`src/rtl/core/apf_pkg.sv`:
```
// Shared types and constants for the box pair overlap filter.
package apf_pkg;

    localparam int COORD_W   = 32;
    localparam int GROUP_W   = 8;
    localparam int IDX_OUT_W = 5;

    localparam logic [GROUP_W-1:0] GROUP_NONE = 8'd0;
    localparam logic [GROUP_W-1:0] GROUP_ONE  = 8'd1;

    typedef logic [IDX_OUT_W-1:0] out_idx_t;

    typedef struct packed {
        logic signed [COORD_W-1:0] min_x;
        logic signed [COORD_W-1:0] min_y;
        logic signed [COORD_W-1:0] min_z;
        logic signed [COORD_W-1:0] max_x;
        logic signed [COORD_W-1:0] max_y;
        logic signed [COORD_W-1:0] max_z;
        logic [GROUP_W-1:0]        group_id;
        logic                      is_static;
        logic                      is_sphere;
    } box_t;

    localparam int BOX_W = $bits(box_t);

endpackage

```
`src/rtl/core/apf_cmp.sv`:
```
// Pair test unit: group/static/sphere filter and inclusive three-axis overlap.
module apf_cmp (
    input  apf_pkg::box_t stored,
    input  apf_pkg::box_t incoming,
    output logic          hit
);

    logic filtered;
    logic overlap;

    always_comb
    begin
        filtered = ((stored.group_id != apf_pkg::GROUP_NONE)
                    && (stored.group_id == incoming.group_id))
                 || (stored.is_static && incoming.is_static)
                 || (stored.is_sphere && (incoming.group_id == apf_pkg::GROUP_ONE))
                 || (incoming.is_sphere && (stored.group_id == apf_pkg::GROUP_ONE));

        overlap = (stored.min_x <= incoming.max_x) && (incoming.min_x <= stored.max_x)
               && (stored.min_y <= incoming.max_y) && (incoming.min_y <= stored.max_y)
               && (stored.min_z <= incoming.max_z) && (incoming.min_z <= stored.max_z);

        hit = overlap && !filtered;
    end

endmodule

```
`config.mk`:
```
export PLATFORM = sky130hd
export DESIGN_NAME = apf_cmp
export DESIGN_NICKNAME = d
export VERILOG_FILES = /design/src/rtl/core/apf_pkg.sv /design/src/rtl/core/apf_cmp.sv
export SDC_FILE = /design/constraint.sdc
export NUM_CORES = 1
export LEC_CHECK = 0
export ABC_AREA = 1
export BUFFER_PORTS_ARGS = -buffer_cell sky130_fd_sc_hd__buf_2
export CORE_AREA = 2 2 158 160
export DETAILED_ROUTE_END_ITERATION = 6
export DIE_AREA = 0 0 160 162
export PLACE_DENSITY = 0.49
export SLEW_MARGIN = 10
export SYNTH_ARGS = -nofsm -noshare
export SYNTH_HDL_FRONTEND = slang
export SYNTH_SLANG_ARGS = --single-unit
```
`constraint.sdc`:
```
create_clock -name vclk -period 3.51
set_input_delay 0 -clock vclk [all_inputs]
set_output_delay 0 -clock vclk [all_outputs]
set_load 0.02 [all_outputs]
```
# Word-level counts from Yosys, hierarchy flattened
# Index checks and enable logic that the tools add are counted.
op_classes:
  n_eq_ne: 3
  n_reduce_logical: 15
  n_lt_le_gt_ge: 6
ops:
  columns: ["operator", "n"]
  rows:
  - ["less-or-equal comparator 32 bit", 6]
  - ["equality test 8 x 1 -> 1 bit (second input constant)", 2]
  - ["logical AND 1 bit", 10]
  - ["equality test 8 bit", 1]
  - ["nonzero test 8 bit", 1]
  - ["logical OR 1 bit", 3]
  - ["zero test 1 bit", 1]
totals:
  wordCells: 24
  regBits: 0
  input_bits: 404
  out_inout_bits: 1

# Longest topological paths before layout
depth:
  word_depth: 7
  depth_mapped: 19
  mapped_depth_nobuf: 19

# Worst setup path before layout
# No wires, ideal clock.
synth_timing:
  path_kind: "input-to-output"
  from: "input port incoming[73] in the netlist's numbering"
  to: "output port hit"
  arrival_ps: 1410
  n_path_buf: 0
  path_slack_ps: 2100
  t_required_ps: 3510
  cell_stages: 12
  path_cell_list: "inv_1 > ha_1 > nand2_2 > nor2_2 > nand4_2 > nor4_4 > nand2_2 > nand2_1 > nand2_1 > nand3_1 > nand3_1 > nor2_1"
synth_between:
  elab_chain_cells: 6
synth_rtl:
  columns: ["element", "line", "rtl"]
  rows:
  - ["start, declared", "apf_cmp.sv:4", "input apf_pkg::box_t incoming,"]
  - ["less-or-equal comparator 32 bit", "apf_cmp.sv:20", "&& (stored.min_y <= incoming.max_y) && (incoming.min_y <= stored.max_y)"]
  - ["logical AND 1 bit (2 in a row)", "apf_cmp.sv:20", null]
  - ["logical AND 1 bit (2 in a row)", "apf_cmp.sv:21", "&& (stored.min_z <= incoming.max_z) && (incoming.min_z <= stored.max_z);"]
  - ["logical AND 1 bit", "apf_cmp.sv:23", "hit = overlap && !filtered;"]
  - ["end, declared", "apf_cmp.sv:5", "output logic hit"]
# No other way between the ends.

# Worst setup path in the final report
layout_timing:
  from: "input port incoming[105] in the netlist's numbering"
  to: "output port hit"
layout_between:
  elab_chain_cells: 7
layout_rtl:
  columns: ["element", "line", "rtl"]
  rows:
  - ["less-or-equal comparator 32 bit", "apf_cmp.sv:19", "overlap = (stored.min_x <= incoming.max_x) && (incoming.min_x <= stored.max_x)"]
  - ["logical AND 1 bit", "apf_cmp.sv:19", null]
  - ["logical AND 1 bit (2 in a row)", "apf_cmp.sv:20", null]
  - ["logical AND 1 bit (2 in a row)", "apf_cmp.sv:21", null]
  - ["logical AND 1 bit", "apf_cmp.sv:23", null]
# No other way between the ends.

==> metrics.txt <==
antenna violations before repair 6; post-CTS setup buffers 0; synth top area cells ha_1 44%, inv_1 16%, nand2_1 14%; number of sequential cells 0; Residual DRC 0; Initial DRC Count 205; Hold Buf Count CTS 0; vias per inst 4.066; HP Class input port to primary output; Worst EP arrival around 1700 ps; fin. max-slew vios 0; Synth Warn # 0; Worst Tran Pin Value 372.1 ps; total track usage approximately 14%; Final TNS setup 0 ps; Crit Path Category input port to primary output; DRT Wirelength 19560 µm; Worst IR Drop VDD ~0.000032 V; layout cell share with drive strength beyond 1 33.05%; Die ar. roughly 26000 µm²; vias in the first global route about 6500; grt ovf 0; Seq. cell area 0 µm²; Synth top area share 44.40%; Starting Density 22.44%; wire per inst around 12 µm; Fillers 2775; num rows 57; crit share post-route 48.55%; PortBufs 405; status complete, no violations; Total Nets Final 1887; I/O pins a little over 400; number of clock-tree buffers in the layout 0; PwrDens 100.2 nW/µm²; Syn Inst Count 884; pin count of the biggest net entering global routing 5; ANT nets after route 0; design area 7848 µm²; max-cap viol count 0; Post-DP HPWL 18960 µm; Post-Syn Nets 1480; first-pass GRT wire length 30370 µm; Detailed Routing Iterations Pass 1 4; CP Launch Type input port; Worst Path Required 3510 ps; Synth Area per Inst 6.120 µm²; cell taking the most area after synthesis ha_1; Placer Congestion 0.8240; top-count cell post-synth inv_1; final worst slack between 1500 and 2000 ps; Critical path origin incoming[105]; core footprint between 20000 and 25000 µm²; Die W roughly 160 µm; via count 6566; final setup fails 0; cell area after synthesis 5410 µm²; library cells used by synthesis 29; Placement Setup Slack 1719 ps; Resized Gates After CTS 0; Max Clock Freq between 500 and 600 MHz; worst relative slew slack 75.00%; RSZ-0062 raised after global routing no; register area share after synthesis 0%; final hold violations 0; area of the multi-input gates around 4500 µm²; Die H 162 µm; Crit. End Element primary output; Synth top cells by count 237 x inv_1, 198 x nand2_1, 192 x ha_1; min Tclk post-route 1704 ps; Cell Area, Placed 7843 µm²; Syn-to-layout area delta 45.05%; Critical Path Fanout Max 4; crit path to hit; Lkg Pwr 0.005265 µW
==> cells in the final DEF (no fill, tap or decap), types with 11 or more instances in the layout <==
| cell | netlist | layout |
|---|---|---|
| nand4_1 | 15 | 15 |
| o21a_1 | 11 | 11 |
| a21oi_1 | 91 | 91 |
| ha_1 | 192 | 192 |
| nand3_1 | 19 | 19 |
| o21ai_0 | 17 | 17 |
| buf_2 | 0 | 405 |
| nor2_1 | 58 | 58 |
| nand2_1 | 198 | 198 |
| inv_1 | 237 | 237 |
==> logic make-up after synthesis <==
group	share of synthesized area, %
AO/OA/AOI/OAI	12.79
AND/OR/NAND/NOR	25.32
buffers and inverters	17.00
XOR/XNOR	0.4858
adder cells (fa/ha/maj)	44.40
==> how the worst min path moves through the flow <==
| stage | startpoint | to | depth (start not counted) |
|---|---|---|---|
| after CTS | incoming[1] | hit | 7 |
| final | incoming[1] | hit | 7 |
| after floorplan | incoming[1] | hit | 5 |
| after detailed placement | incoming[1] | hit | 7 |
| after global routing | incoming[1] | hit | 7 |
| after global placement | incoming[1] | hit | 7 |
==> critical path: stages <==
cell     delay (ps)
buf_2            90
inv_1            40
ha_1            320
nand2_1          80
nor2_1          170
nand2_1         120
nor3_2          170
nand2_1         100
nand2_1          60
nand2_1          50
nand3_1          90
nand2_1          60
inv_1            50
nand2_1          50
nor2_1           70
buf_2           200
==> per-layer routing <==
| metal | wire, µm | up-vias | global-route usage (%) |
|---|---|---|---|
| met5 | 52 | - | 0 |
| met4 | 199 | 8 | 1.229 |
| met3 | 1447 | 20 | 2.937 |
| met2 | 9959 | 205 | 28.06 |
| met1 | 7896 | 2708 | 16.33 |
| li1 | - | 3625 | - |
==> report_power, final <==
part | switching [µW] | total, µW | internal [µW]
clock network | 0 | 0.0000764 | 0.0000764
registers | 0 | 0 | 0
logic | 392 | 786 | 395
total | 392 | 786 | 395
==> cell type report <==
type	instances	share of cell area (%)
Multi-Input combinational cell	639	57.22
Timing Repair Buffer	405	25.83
Inverter	245	11.72
Tap cell	324	5.166
Antenna cell	2	0.06378
==> metrics by stage <==
| stage | cells | utilization [%] | total power (µW) | hold WS [ps] |
|---|---|---|---|---|
| floorplan | 884 | - | 449.9 | 309.9 |
| global placement | 1613 | 32.53 | 794.1 | 654.4 |
| detailed placement | 1613 | 32.53 | 799.1 | 645.6 |
| CTS | 1613 | 32.53 | 805.6 | 646.1 |
| global route | 1614 | 32.54 | 935.7 | 686.8 |
| finish | 1615 | 32.55 | 786.5 | 595.1 |
No activity file was read; power rests on OpenSTA's default activity.
