===== src/rtl/core/apf_ram.sv =====
// Generic single-port-write, single-port-read RAM with registered read data.
module apf_ram #(
    parameter int WIDTH = 8,
    parameter int DEPTH = 32
) (
    input  logic                     clk,
    input  logic                     we,
    input  logic [$clog2(DEPTH)-1:0] waddr,
    input  logic [WIDTH-1:0]         wdata,
    input  logic                     re,
    input  logic [$clog2(DEPTH)-1:0] raddr,
    output logic [WIDTH-1:0]         rdata
);

    logic [WIDTH-1:0] mem [DEPTH];

    always_ff @(posedge clk)
    begin
        if (we)
        begin
            mem[waddr] <= wdata;
        end
        if (re)
        begin
            rdata <= mem[raddr];
        end
    end

endmodule


===== config.mk =====
export PLATFORM = sky130hd
export DESIGN_NAME = apf_ram
export DESIGN_NICKNAME = d
export VERILOG_FILES = /design/src/rtl/core/apf_ram.sv
export SDC_FILE = /design/constraint.sdc
export NUM_CORES = 1
export LEC_CHECK = 0
export ABC_AREA = 0
export BUFFER_PORTS_ARGS = -buffer_cell sky130_fd_sc_hd__buf_2
export CAP_MARGIN = 20
export CELL_PAD_IN_SITES_DETAIL_PLACEMENT = 0
export CELL_PAD_IN_SITES_GLOBAL_PLACEMENT = 1
export CORE_MARGIN = 5
export CORE_UTILIZATION = 52
export CTS_BUF_LIST = sky130_fd_sc_hd__clkbuf_2 sky130_fd_sc_hd__clkbuf_4 sky130_fd_sc_hd__clkbuf_8
export DETAILED_ROUTE_END_ITERATION = 8
export GPL_ROUTABILITY_DRIVEN = 0
export PLACE_DENSITY = 0.82
export SLEW_MARGIN = 10
export SYNTH_ARGS = -nofsm -noshare
export SYNTH_HDL_FRONTEND = slang
export SYNTH_SLANG_ARGS = --single-unit

===== constraint.sdc =====
create_clock -name clk -period 2.2 [get_ports clk]
set_input_delay 0.22 -clock clk [delete_from_list [all_inputs] [get_ports clk]]
set_output_delay 0.22 -clock clk [all_outputs]
set_load 0.01 [all_outputs]

After elaboration in Yosys (flattened, before gate mapping)
Memories as Yosys holds them, arrays and structs flattened. A register that Yosys moved wholly into a read port is not among the register bits.
Cells that the tools add are included.
- mux-type cells: 2
- operators by type and width (kind ; count):
    2-to-1 mux 1 bit ; 2
- register bits: 0
- RAM bits: 256
- bits of input ports: 21
- output and inout port bits: 8
- word-level logic and storage cells: 3
- memories kept: 1
- memories (name ; depth ; bits a word ; rd ports ; clocked after Yosys merged registers in ; write ports ; RTL line ; source):
    mem ; 32 ; 8 ; 1 ; 1 ; 1 ; 15 ; logic [WIDTH-1:0] mem [DEPTH];

Logic depth before layout (Yosys ltp)
Gate-level depths: netlist of the first run.
- depth after elaboration: 2
- depth in mapped cells: 5
- depth with buffers taken out: 3

Worst setup path after synthesis of the first run
No wires, ideal clock.
- path kind: input port to flip-flop
- from: in raddr[2]
- to: reg rdata[0] (read register of mem) (data pin)
- library setup time: 0.260 ns
- arrival time: 1.902 ns
- required time: 1.940 ns
- path slack: 0.038 ns
- stages on the path: 5
- buffers on the path: 2
- cell sequence: clkbuf_1 > clkbuf_1 > mux4_2 > mux4_2 > mux2_2
- RTL lines (element ; RTL line ; source):
    from (decl) ; 11 ; input logic [$clog2(DEPTH)-1:0] raddr,
    to (decl) ; 12 ; output logic [WIDTH-1:0] rdata

==> out/qor.tcl, run 1 <==
set qor(run_status) {completed}
set qor(die-height_um) 150
set qor(post-cts-setup-buffers) 0
set qor(timing.critical_path.max_delay_family) {multiplexers}
set qor(slew_viol_final) 0
set qor(placement_rows) 51
set qor(post_drt_wl_per_cell_um) 25.9
set qor(worst-endpoint-required_ns) 2.46
set qor(worst-endpoint-arrival_ns) 2.23
set qor(globalRouteTotalUtil_pct) 19.6
set qor(min_from) {re}
set qor(setup.worst_path.class) {register to register}
set qor(hold_class) {input pin to register}
set qor(synthFlopType) {sky130_fd_sc_hd__edfxtp_1}
set qor(number_of_gates_given_a_new_drive_strength_after_cts) 0
set qor(clock_tree.buffer_depth) 3
set qor(ctsRootBufferMaster) {sky130_fd_sc_hd__clkbuf_8}
set qor(critPathMaxFanout) 1
set qor(grt_first_pass_wirelength_mm) 31.4
set qor(dieWidth_um) 150
set qor(drt_wl_total_mm) 20.8
set qor(crit-reg2reg-launch) {mem[13][7]$_DFFE_PP_}
set qor(setup_violations) 0
set qor(synth_async_sr_flop_share_pct) 0
set qor(routed-via-count) 4730
set qor(antenna_cells_inserted) 0
set qor(port-buffer-count) 28
set qor(cts-hold-fix-buffers) 0
set qor(antenna_violating_nets_post_route) 0
set qor(clkSlewWorstSetupHoldPaths_ns) 0.06
set qor(post_synth_num_cell_types) 14
set qor(finish.instance_area_sq_um) 11700
set qor(post_drt_via_cell_ratio) 5.91
set qor(critical_path.max_stage_delay_ns) 0.54
set qor(static-leakage-power_nw) 3.74
set qor(boundaryPins) 29
set qor(max_freq_mhz) 509
set qor(yosys-top-cells-area) {sky130_fd_sc_hd__edfxtp_1 (78%), sky130_fd_sc_hd__mux4_2 (18%), sky130_fd_sc_hd__nor2_1 (1.2%), sky130_fd_sc_hd__mux2_2 (0.89%), sky130_fd_sc_hd__buf_4 (0.44%)}
set qor(critical_path.n_buffers_inverters) 0
set qor(dr.pass1.iters) 5
set qor(residual_drc) 0
set qor(power.density_nw_per_um2) 851
set qor(timing.final.crit_share_pct) 89.4
set qor(final_nets) 531
set qor(grt_overflow_total) 0
set qor(cp-end-kind) {register}
set qor(number_of_antenna_violations_at_the_first_check_in_global_routing) 1
set qor(post_synth_edffs) 264
set qor(post_dp_cell_area_sq_um) 10900
set qor(max_cap_violations) 0
set qor(ffs_latches_synth) 264
set qor(number_of_standard_cells_after_synthesis) 417
set qor(core_sq_um) 19300
set qor(htree_num_levels) 2
set qor(cts_tree) {done}
set qor(floorplan.initialDensity_pct) 52.4
set qor(crit_path_time_final_ns) 1.97
set qor(synth.cell_area_sq_um) 10100
set qor(synth-seq-area-share_pct) 78.2
set qor(synth_fp_nets) 438
set qor(p_total_mw) 9.93
set qor(timing_hold_violations_final) 0
set qor(critPathLaunch) {mem[13][7]$_DFFE_PP_}
set qor(ir_drop_mv) 0.386
set qor(clkLatencyLatePin_ns) 0.52
set qor(grt_pass1_vias) 4892
set qor(startpoint_type) {register}
set qor(floorplan.die_area_sq_um) 22400
set qor(yosysWarningCount) 0
set qor(cts_made_buffers) 40
set qor(grt_start_max_net_pins) 41
set qor(post_route_cells_drive_above_1_share_pct) 40.5
set qor(yosysTopAreaCellShare_pct) 78.2
set qor(tightest_slew_ns) 0.612
set qor(avgSynthCellArea_sq_um) 24.3
set qor(drt_first_iter_violations) 578
set qor(clock-skew-final_ns) 0.0104
set qor(most_frequently_used_cell_type_in_the_post_synthesis_netlist) {sky130_fd_sc_hd__edfxtp_1}
set qor(rsz0062_at_grt) {no}
set qor(timing.slew.headroom_pct) 59.2
set qor(cp_cell_sequence) {mux4_2 > mux4_2 > mux2_2}
set qor(layout_area_growth_over_synthesis_pct) 15.2
set qor(crit_path_frequent_cell) {sky130_fd_sc_hd__mux4_2}
set qor(final_standard_cell_utilization_of_the_core_pct) 60.4
set qor(critPathSlowestCell) {sky130_fd_sc_hd__mux4_2}
set qor(synthDominantAreaCellType) {sky130_fd_sc_hd__edfxtp_1}
set qor(cts.sink_count) 264
set qor(commonest_cells_post_synth) {sky130_fd_sc_hd__edfxtp_1 (264), sky130_fd_sc_hd__mux4_2 (80), sky130_fd_sc_hd__nor2_1 (33)}
set qor(detailed_place_hpwl_mm) 13.0
through the flow:
step	cells	setup TNS, ns	setup slack [ns]	hold WS [ns]
global route	801	0	0.199	0.0689
floorplan	417	0	0.0383	0.319
finish	801	0	0.234	0.103
global placement	733	-0.740	-0.113	0.622
detailed placement	733	-0.819	-0.117	0.614
CTS	801	0	0.212	0.0705
metal layers:
metal	track usage, %	up-vias	share of wire [%]
li1	-	1972	-
met1	29.1	2492	41
met2	29.4	236	47
met3	5.75	28	10
met4	4.67	2	1.4
met5	0	-	0.063
cell type report:
| cell class | instances | area [sq um] |
|---|---|---|
| flip-flops and latches | 264 | 7930 |
| fillers | 1330 | 7660 |
| multi-input cells | 133 | 2100 |
| clock buffers | 51 | 639 |
| repair buffers | 71 | 578 |
| well taps | 265 | 332 |
| clock inverters | 17 | 96.3 |
worst paths after layout:
kind	to	slack [ns]	depth (start not counted)
max reg2reg	rdata[7]$_DFFE_PP_	0.23	3
max	rdata[7]$_DFFE_PP_	0.23	3
min	rdata[0]$_DFFE_PP_	0.10	1
min reg2reg	rdata[6]$_DFFE_PP_	0.98	3
state kept, by name (all words and copies together), names as in the netlist:
name and cells:
mem 256, rdata 8
report_power, final:
group          total [mW]  internal (mW)  switching [mW]
Combinational       0.549          0.254           0.295
Sequential           5.64           5.62          0.0263
Clock                3.74           2.01            1.73
Total                9.93           7.88            2.05
cell families (layout without fill, tap and decap cells):
kind of cell / Yosys count / in the layout / synth area share, %
mux: 88 / 88 / 18.7
simple gates: 45 / 45 / 2.05
flops: 264 / 264 / 78.2
buf+inv: 20 / 139 / 1.05
cells in the final DEF (no fill, tap or decap):
cell	n
sky130_fd_sc_hd__clkbuf_8	41
sky130_fd_sc_hd__mux2_2	8
sky130_fd_sc_hd__buf_4	35
sky130_fd_sc_hd__or3_1	1
sky130_fd_sc_hd__mux4_2	80
sky130_fd_sc_hd__buf_2	27
sky130_fd_sc_hd__bufinv_16	1
sky130_fd_sc_hd__nor2_1	33
sky130_fd_sc_hd__clkinv_2	2
sky130_fd_sc_hd__nand3b_1	5
sky130_fd_sc_hd__nand3_1	2
sky130_fd_sc_hd__clkinv_1	13
sky130_fd_sc_hd__buf_12	9
sky130_fd_sc_hd__clkbuf_4	10
sky130_fd_sc_hd__nand2_1	1
sky130_fd_sc_hd__edfxtp_1	264
sky130_fd_sc_hd__clkinvlp_4	1
sky130_fd_sc_hd__or3b_2	3
(Power assumes the default switching activity.)
==> run 2: changes to the inputs <==
--- a/config.mk
+++ b/config.mk
@@ -10,12 +10,13 @@
 export CAP_MARGIN = 20
 export CELL_PAD_IN_SITES_DETAIL_PLACEMENT = 0
 export CELL_PAD_IN_SITES_GLOBAL_PLACEMENT = 1
+export CORE_ASPECT_RATIO = 0.9
 export CORE_MARGIN = 5
-export CORE_UTILIZATION = 52
+export CORE_UTILIZATION = 50
 export CTS_BUF_LIST = sky130_fd_sc_hd__clkbuf_2 sky130_fd_sc_hd__clkbuf_4 sky130_fd_sc_hd__clkbuf_8
 export DETAILED_ROUTE_END_ITERATION = 8
 export GPL_ROUTABILITY_DRIVEN = 0
-export PLACE_DENSITY = 0.82
+export PLACE_DENSITY = 0.79
 export SLEW_MARGIN = 10
 export SYNTH_ARGS = -nofsm -noshare
 export SYNTH_HDL_FRONTEND = slang
==> out/qor.tcl, run 2 (synthesis gave the netlist of run 1 again) <==
set qor(run_status) {completed}
set qor(clkSlewWorstSetupHoldPaths_ns) 0.07 ;# about the same
set qor(cp_cell_sequence) {mux4_2 > mux4_2 > mux2_2}
set qor(slew_viol_final) 0 ;# unchanged
set qor(clkLatencyLatePin_ns) 0.53 ;# about the same
set qor(register_area_sq_um) 7930 ;# unchanged
set qor(ctsRootBufferMaster) {sky130_fd_sc_hd__clkbuf_8}
set qor(critical_path.n_buffers_inverters) 0 ;# unchanged
set qor(floorplan.die_area_sq_um) 23200 ;# +3.7%
set qor(dpl_ws_ns) -0.0684 ;# +0.0481 ns
set qor(final_nets) 530 ;# -0.19%
set qor(static-leakage-power_nw) 3.79 ;# +1.4%
set qor(placement_rows) 49 ;# -3.9%
set qor(cts.sink_count) 264 ;# unchanged
set qor(grt_overflow_total) 0 ;# unchanged
set qor(max_cap_violations) 0 ;# unchanged
set qor(worst-endpoint-required_ns) 2.47 ;# about the same
set qor(biggestRegsByFlops) {mem (256), rdata (8)}
set qor(dp.cells) 720 ;# -1.8%
set qor(registers.top_by_ff_count) {mem}
set qor(routed-via-count) 4708 ;# -0.47%
set qor(post_drt_wl_per_cell_um) 26.1 ;# +0.51%
set qor(setup_violations) 0 ;# unchanged
set qor(rsz0062_at_grt) {no}
set qor(max_freq_mhz) 509 ;# about the same
set qor(boundaryPins) 29 ;# unchanged
set qor(most-common-layout-cells) {sky130_fd_sc_hd__edfxtp_1 (264), sky130_fd_sc_hd__mux4_2 (80), sky130_fd_sc_hd__clkbuf_8 (45)}
set qor(crit_path_time_final_ns) 1.97 ;# -0.00101 ns
set qor(max_reg_flops) 256 ;# unchanged
set qor(critical_path.max_stage_delay_ns) 0.53 ;# about the same
set qor(grt_first_pass_wirelength_mm) 31.7 ;# +0.92%
set qor(timing.final.crit_share_pct) 89.3 ;# about the same
set qor(final_standard_cell_utilization_of_the_core_pct) 58.8 ;# -1.6 points
set qor(p_total_mw) 10.5 ;# +5.9%
set qor(mostFrequentLayoutCell) {sky130_fd_sc_hd__edfxtp_1}
set qor(die-height_um) 145 ;# -3.0%
set qor(residual_drc) 0 ;# unchanged
set qor(power.density_nw_per_um2) 895 ;# +5.2%
set qor(timing.setup.tns_ns) 0 ;# unchanged
set qor(finish.instance_area_sq_um) 11800 ;# +0.69%
set qor(stdcell_count) 795 ;# -0.75%
set qor(ir_drop_mv) 0.386 ;# about the same
set qor(timing.slew.headroom_pct) 59.3 ;# +0.15 points
set qor(crit_path_frequent_cell) {sky130_fd_sc_hd__mux4_2}
set qor(clock-skew-final_ns) 0.0135 ;# +0.00308 ns
set qor(cp-end-kind) {register}
set qor(drt_first_iter_violations) 369 ;# -36%
set qor(cts-hold-fix-buffers) 0 ;# unchanged
set qor(fin_hold_ws_ns) 0.0836 ;# -0.0196 ns
set qor(final.setup.worst_slack_ns) 0.235 ;# +0.00101 ns
set qor(number_of_antenna_violations_at_the_first_check_in_global_routing) 0 ;# -1
set qor(cts_tree) {done}
set qor(dr.pass1.iters) 5 ;# unchanged
set qor(timing.critical_path.max_delay_family) {multiplexers}
set qor(area_occupied_by_multi_input_gates_sq_um) 2100 ;# unchanged
set qor(num-fill-cells) 1403 ;# +5.5%
set qor(grt_start_max_net_pins) 33 ;# -20%
set qor(antenna_violating_nets_post_route) 0 ;# unchanged
set qor(layout_area_growth_over_synthesis_pct) 16.0
set qor(detailed_place_hpwl_mm) 13.1 ;# +0.70%
set qor(timing_hold_violations_final) 0 ;# unchanged
set qor(hold_class) {input pin to register}
set qor(globalRouteTotalUtil_pct) 18.5 ;# -1.1 points
set qor(post_drt_via_cell_ratio) 5.92 ;# +0.29%
set qor(post_route_cells_drive_above_1_share_pct) 41.5 ;# +1.0 points
set qor(tightest_slew_ns) 0.610 ;# -0.00226 ns
set qor(post-cts-setup-buffers) 0 ;# unchanged
set qor(setup.worst_path.class) {register to register}
set qor(number_of_gates_given_a_new_drive_strength_after_cts) 0 ;# unchanged
set qor(floorplan.initialDensity_pct) 50.7 ;# -1.7 points
set qor(port-buffer-count) 28 ;# unchanged
set qor(critPathMaxFanout) 1 ;# unchanged
set qor(htree_num_levels) 2 ;# unchanged
set qor(startpoint_type) {register}
set qor(worst-endpoint-arrival_ns) 2.24 ;# about the same
set qor(antenna_cells_inserted) 0 ;# unchanged
set qor(core_sq_um) 20000 ;# +3.4%
set qor(dieWidth_um) 160 ;# +7.0%
set qor(post_dp_cell_area_sq_um) 10900 ;# -0.66%
set qor(cts_made_buffers) 42 ;# +5.0%
set qor(clock_tree.buffer_depth) 3 ;# unchanged
set qor(grt_pass1_vias) 4951 ;# +1.2%
set qor(critPathSlowestCell) {sky130_fd_sc_hd__mux4_2}
set qor(drt_wl_total_mm) 20.7 ;# -0.24%
-- run 2: cell count changes in the layout (fill, tap and decap cells not counted) --
cell and delta:
sky130_fd_sc_hd__inv_6 +1, sky130_fd_sc_hd__buf_12 -3, sky130_fd_sc_hd__clkbuf_8 +4, sky130_fd_sc_hd__bufinv_16 +3
sky130_fd_sc_hd__clkinv_2 +2, sky130_fd_sc_hd__clkinv_1 -3
-- run 2: routing by layer --
layer | track usage, % | vias to the layer above | part of all wire, %
met2 | 27.8 | 182 | 47
li1 | - | 1978 | -
met5 | 0 | - | 0
met1 | 27.3 | 2520 | 43
met4 | 5.16 | 0 | 1.6
met3 | 5.05 | 28 | 8.3
-- run 2: worst register-to-register path, cell delays in order (launching register included) --
cell                       delay [ns]
sky130_fd_sc_hd__edfxtp_1        0.37
sky130_fd_sc_hd__mux4_2          0.53
sky130_fd_sc_hd__mux4_2          0.53
sky130_fd_sc_hd__mux2_2          0.28
-- run 2: final timing paths --
check | start | to | slack [ns] | cells after the start
worst max-delay path | mem[11][7]$_DFFE_PP_ | rdata[7]$_DFFE_PP_ | 0.23 | 3
worst min-delay path | re | rdata[4]$_DFFE_PP_ | 0.08 | 1
worst max register to register | mem[11][7]$_DFFE_PP_ | rdata[7]$_DFFE_PP_ | 0.23 | 3
worst min register to register | mem[6][4]$_DFFE_PP_ | rdata[4]$_DFFE_PP_ | 0.98 | 3
-- run 2: where the power goes --
group	internal [mW]	switching [mW]	leakage (nW)	total, mW
clock network	2.53	1.81	0.462	4.34
logic	0.243	0.295	0.944	0.538
registers	5.62	0.0190	2.38	5.64
total	8.39	2.12	3.79	10.5
-- run 2: cell type report --
class,instances,area share (%)
Multi-Input combinational cell,133,17.9
Clock buffer,55,5.91
Clock inverter,20,1.65
Timing Repair Buffer,68,4.41
Sequential cell,264,67.5
Tap cell,255,2.71
==> run 3: changes to the inputs <==
--- a/config.mk
+++ b/config.mk
@@ -16,7 +16,7 @@
 export CTS_BUF_LIST = sky130_fd_sc_hd__clkbuf_2 sky130_fd_sc_hd__clkbuf_4 sky130_fd_sc_hd__clkbuf_8
 export DETAILED_ROUTE_END_ITERATION = 8
 export GPL_ROUTABILITY_DRIVEN = 0
-export PLACE_DENSITY = 0.79
+export PLACE_DENSITY = 0.76
 export SLEW_MARGIN = 10
 export SYNTH_ARGS = -nofsm -noshare
 export SYNTH_HDL_FRONTEND = slang
==> constraint.sdc (replaced) <==
create_clock -name clk -period 2.5 [get_ports clk]
set_input_delay 0.25 -clock clk [delete_from_list [all_inputs] [get_ports clk]]
set_output_delay 0.25 -clock clk [all_outputs]
set_load 0.01 [all_outputs]
==> out/qor.tcl, run 3 (synthesis gave the netlist of run 1 again) <==
set qor(floorplan.die_area_sq_um) 23200 ;# unchanged
set qor(clock-skew-final_ns) 0.0170 ;# +0.00350 ns
set qor(core_sq_um) 20000 ;# unchanged
set qor(final.setup.worst_slack_ns) 0.524 ;# +0.289 ns
set qor(rsz0062_at_grt) {no}
set qor(number_of_antenna_violations_at_the_first_check_in_global_routing) 0 ;# unchanged
set qor(antenna_cells_inserted) 0 ;# unchanged
set qor(cts_tree) {done}
set qor(critPathSlowestCell) {sky130_fd_sc_hd__mux4_2}
set qor(detailed_place_hpwl_mm) 12.8 ;# -2.3%
set qor(setup_violations) 0 ;# unchanged
set qor(critical_path.n_buffers_inverters) 0 ;# unchanged
set qor(grt_pass1_vias) 4795 ;# -3.2%
set qor(timing_hold_violations_final) 0 ;# unchanged
set qor(static-leakage-power_nw) 3.69 ;# -2.7%
set qor(clkSlewWorstSetupHoldPaths_ns) 0.06 ;# about the same
set qor(post_drt_wl_per_cell_um) 26.1 ;# -0.11%
set qor(run_status) {completed}
set qor(max_freq_mhz) 506 ;# -0.56%
set qor(antenna_violating_nets_post_route) 0 ;# unchanged
set qor(cts_made_buffers) 41 ;# -2.4%
set qor(clkLatencyLatePin_ns) 0.52 ;# about the same
set qor(ctsRootBufferMaster) {sky130_fd_sc_hd__clkbuf_8}
set qor(drt_wl_total_mm) 20.4 ;# -1.6%
set qor(htree_num_levels) 2 ;# unchanged
set qor(max_reg_flops) 256 ;# unchanged
set qor(dpl_ws_ns) 0.128 ;# +0.197 ns
set qor(clock_tree.buffer_depth) 3 ;# unchanged
set qor(setup.worst_path.class) {register to register}
set qor(port-buffer-count) 28 ;# unchanged
set qor(die-height_um) 145 ;# unchanged
set qor(floorplan.initialDensity_pct) 50.7 ;# unchanged
set qor(crit_path_frequent_cell) {sky130_fd_sc_hd__mux4_2}
set qor(final_nets) 524 ;# -1.1%
set qor(grt_first_pass_wirelength_mm) 30.7 ;# -3.0%
set qor(biggestRegsByFlops) {mem (256), rdata (8)}
set qor(critical_path.max_stage_delay_ns) 0.53 ;# about the same
set qor(most-common-layout-cells) {sky130_fd_sc_hd__edfxtp_1 (264), sky130_fd_sc_hd__mux4_2 (80), sky130_fd_sc_hd__clkbuf_8 (41)}
set qor(cp-end-kind) {register}
set qor(startpoint_type) {register}
set qor(power.density_nw_per_um2) 752 ;# -16%
set qor(critPathMaxFanout) 1 ;# unchanged
set qor(mostFrequentLayoutCell) {sky130_fd_sc_hd__edfxtp_1}
set qor(post-cts-setup-buffers) 0 ;# unchanged
set qor(crit_path_time_final_ns) 1.98 ;# +0.0111 ns
set qor(grt_start_max_net_pins) 42 ;# +27%
set qor(dieWidth_um) 160 ;# unchanged
set qor(routed-via-count) 4575 ;# -2.8%
set qor(worst-endpoint-arrival_ns) 2.23 ;# about the same
set qor(registers.top_by_ff_count) {mem}
set qor(grt_overflow_total) 0 ;# unchanged
set qor(post_route_cells_drive_above_1_share_pct) 40.3 ;# -1.1 points
set qor(dr.pass1.iters) 4 ;# -1
set qor(placement_rows) 49 ;# unchanged
set qor(layout_area_growth_over_synthesis_pct) 13.9
set qor(drt_first_iter_violations) 460 ;# +25%
set qor(max_cap_violations) 0 ;# unchanged
set qor(hold_class) {input pin to register}
set qor(worst-endpoint-required_ns) 2.75 ;# +0.28 ns
set qor(cts-hold-fix-buffers) 0 ;# unchanged
set qor(timing.slew.headroom_pct) 49.3 ;# -10 points
set qor(timing.setup.tns_ns) 0 ;# unchanged
set qor(timing.critical_path.max_delay_family) {multiplexers}
set qor(ir_drop_mv) 0.343 ;# -11%
set qor(tightest_slew_ns) 0.757 ;# +0.147 ns
set qor(timing.final.crit_share_pct) 79.0 ;# -10 points
set qor(boundaryPins) 29 ;# unchanged
set qor(post_drt_via_cell_ratio) 5.84 ;# -1.3%
set qor(globalRouteTotalUtil_pct) 17.9 ;# -0.57 points
set qor(cp_cell_sequence) {mux4_2 > mux4_2 > mux2_2}
set qor(residual_drc) 0 ;# unchanged
set qor(number_of_gates_given_a_new_drive_strength_after_cts) 0 ;# unchanged
set qor(cts.sink_count) 264 ;# unchanged
set qor(slew_viol_final) 0 ;# unchanged
[run 3: worst register-to-register path, delay by kind of cell (launching register included)]
kind | cells | cell delay (ns)
flip-flops | 1 | 0.37
multiplexers | 3 | 1.33
[run 3: area by class of cell]
type                            instances  area [sq um]
Clock inverter                         12          48.8
Sequential cell                       264          7930
Fill cell                            1443          8450
Clock buffer                           56           677
Tap cell                              255           319
Multi-Input combinational cell        133          2100
Timing Repair Buffer                   63           468
[run 3: final timing paths]
| path | start | end | slack (ns) | depth (start not counted) |
|---|---|---|---|---|
| max reg2reg | mem[8][2]$_DFFE_PP_ | rdata[2]$_DFFE_PP_ | 0.52 | 3 |
| max | mem[8][2]$_DFFE_PP_ | rdata[2]$_DFFE_PP_ | 0.52 | 3 |
| min | re | rdata[7]$_DFFE_PP_ | 0.14 | 1 |
| min reg2reg | mem[20][2]$_DFFE_PP_ | rdata[2]$_DFFE_PP_ | 0.99 | 3 |
[run 3: power breakdown]
group,leakage [nW],total [mW],switching [mW],internal (mW)
clock,0.390,3.24,1.50,1.74
combinational,0.913,0.470,0.261,0.209
sequential,2.38,4.97,0.0249,4.94
[run 3: metrics by stage]
stage | hold slack, ns | area, sq um | util [%] | total power, mW | instances
finish | 0.139 | 11500 | 57.7 | 8.67 | 783
global route | 0.102 | 11500 | 57.7 | 9.00 | 783
CTS | 0.114 | 11500 | 57.7 | 8.75 | 783
detailed placement | 0.665 | 10800 | 54.1 | 5.54 | 715
global placement | 0.667 | 10800 | 54.1 | 5.52 | 715
floorplan | 0.349 | 10100 | - | 5.31 | 417
[run 3: routing by layer]
layer | track usage, % | up-vias | wire, um
met5 | 0 | - | 0
met4 | 5.08 | 0 | 367
met3 | 3.97 | 30 | 1330
met2 | 25.7 | 168 | 9350
met1 | 28.3 | 2418 | 9350
li1 | - | 1959 | -
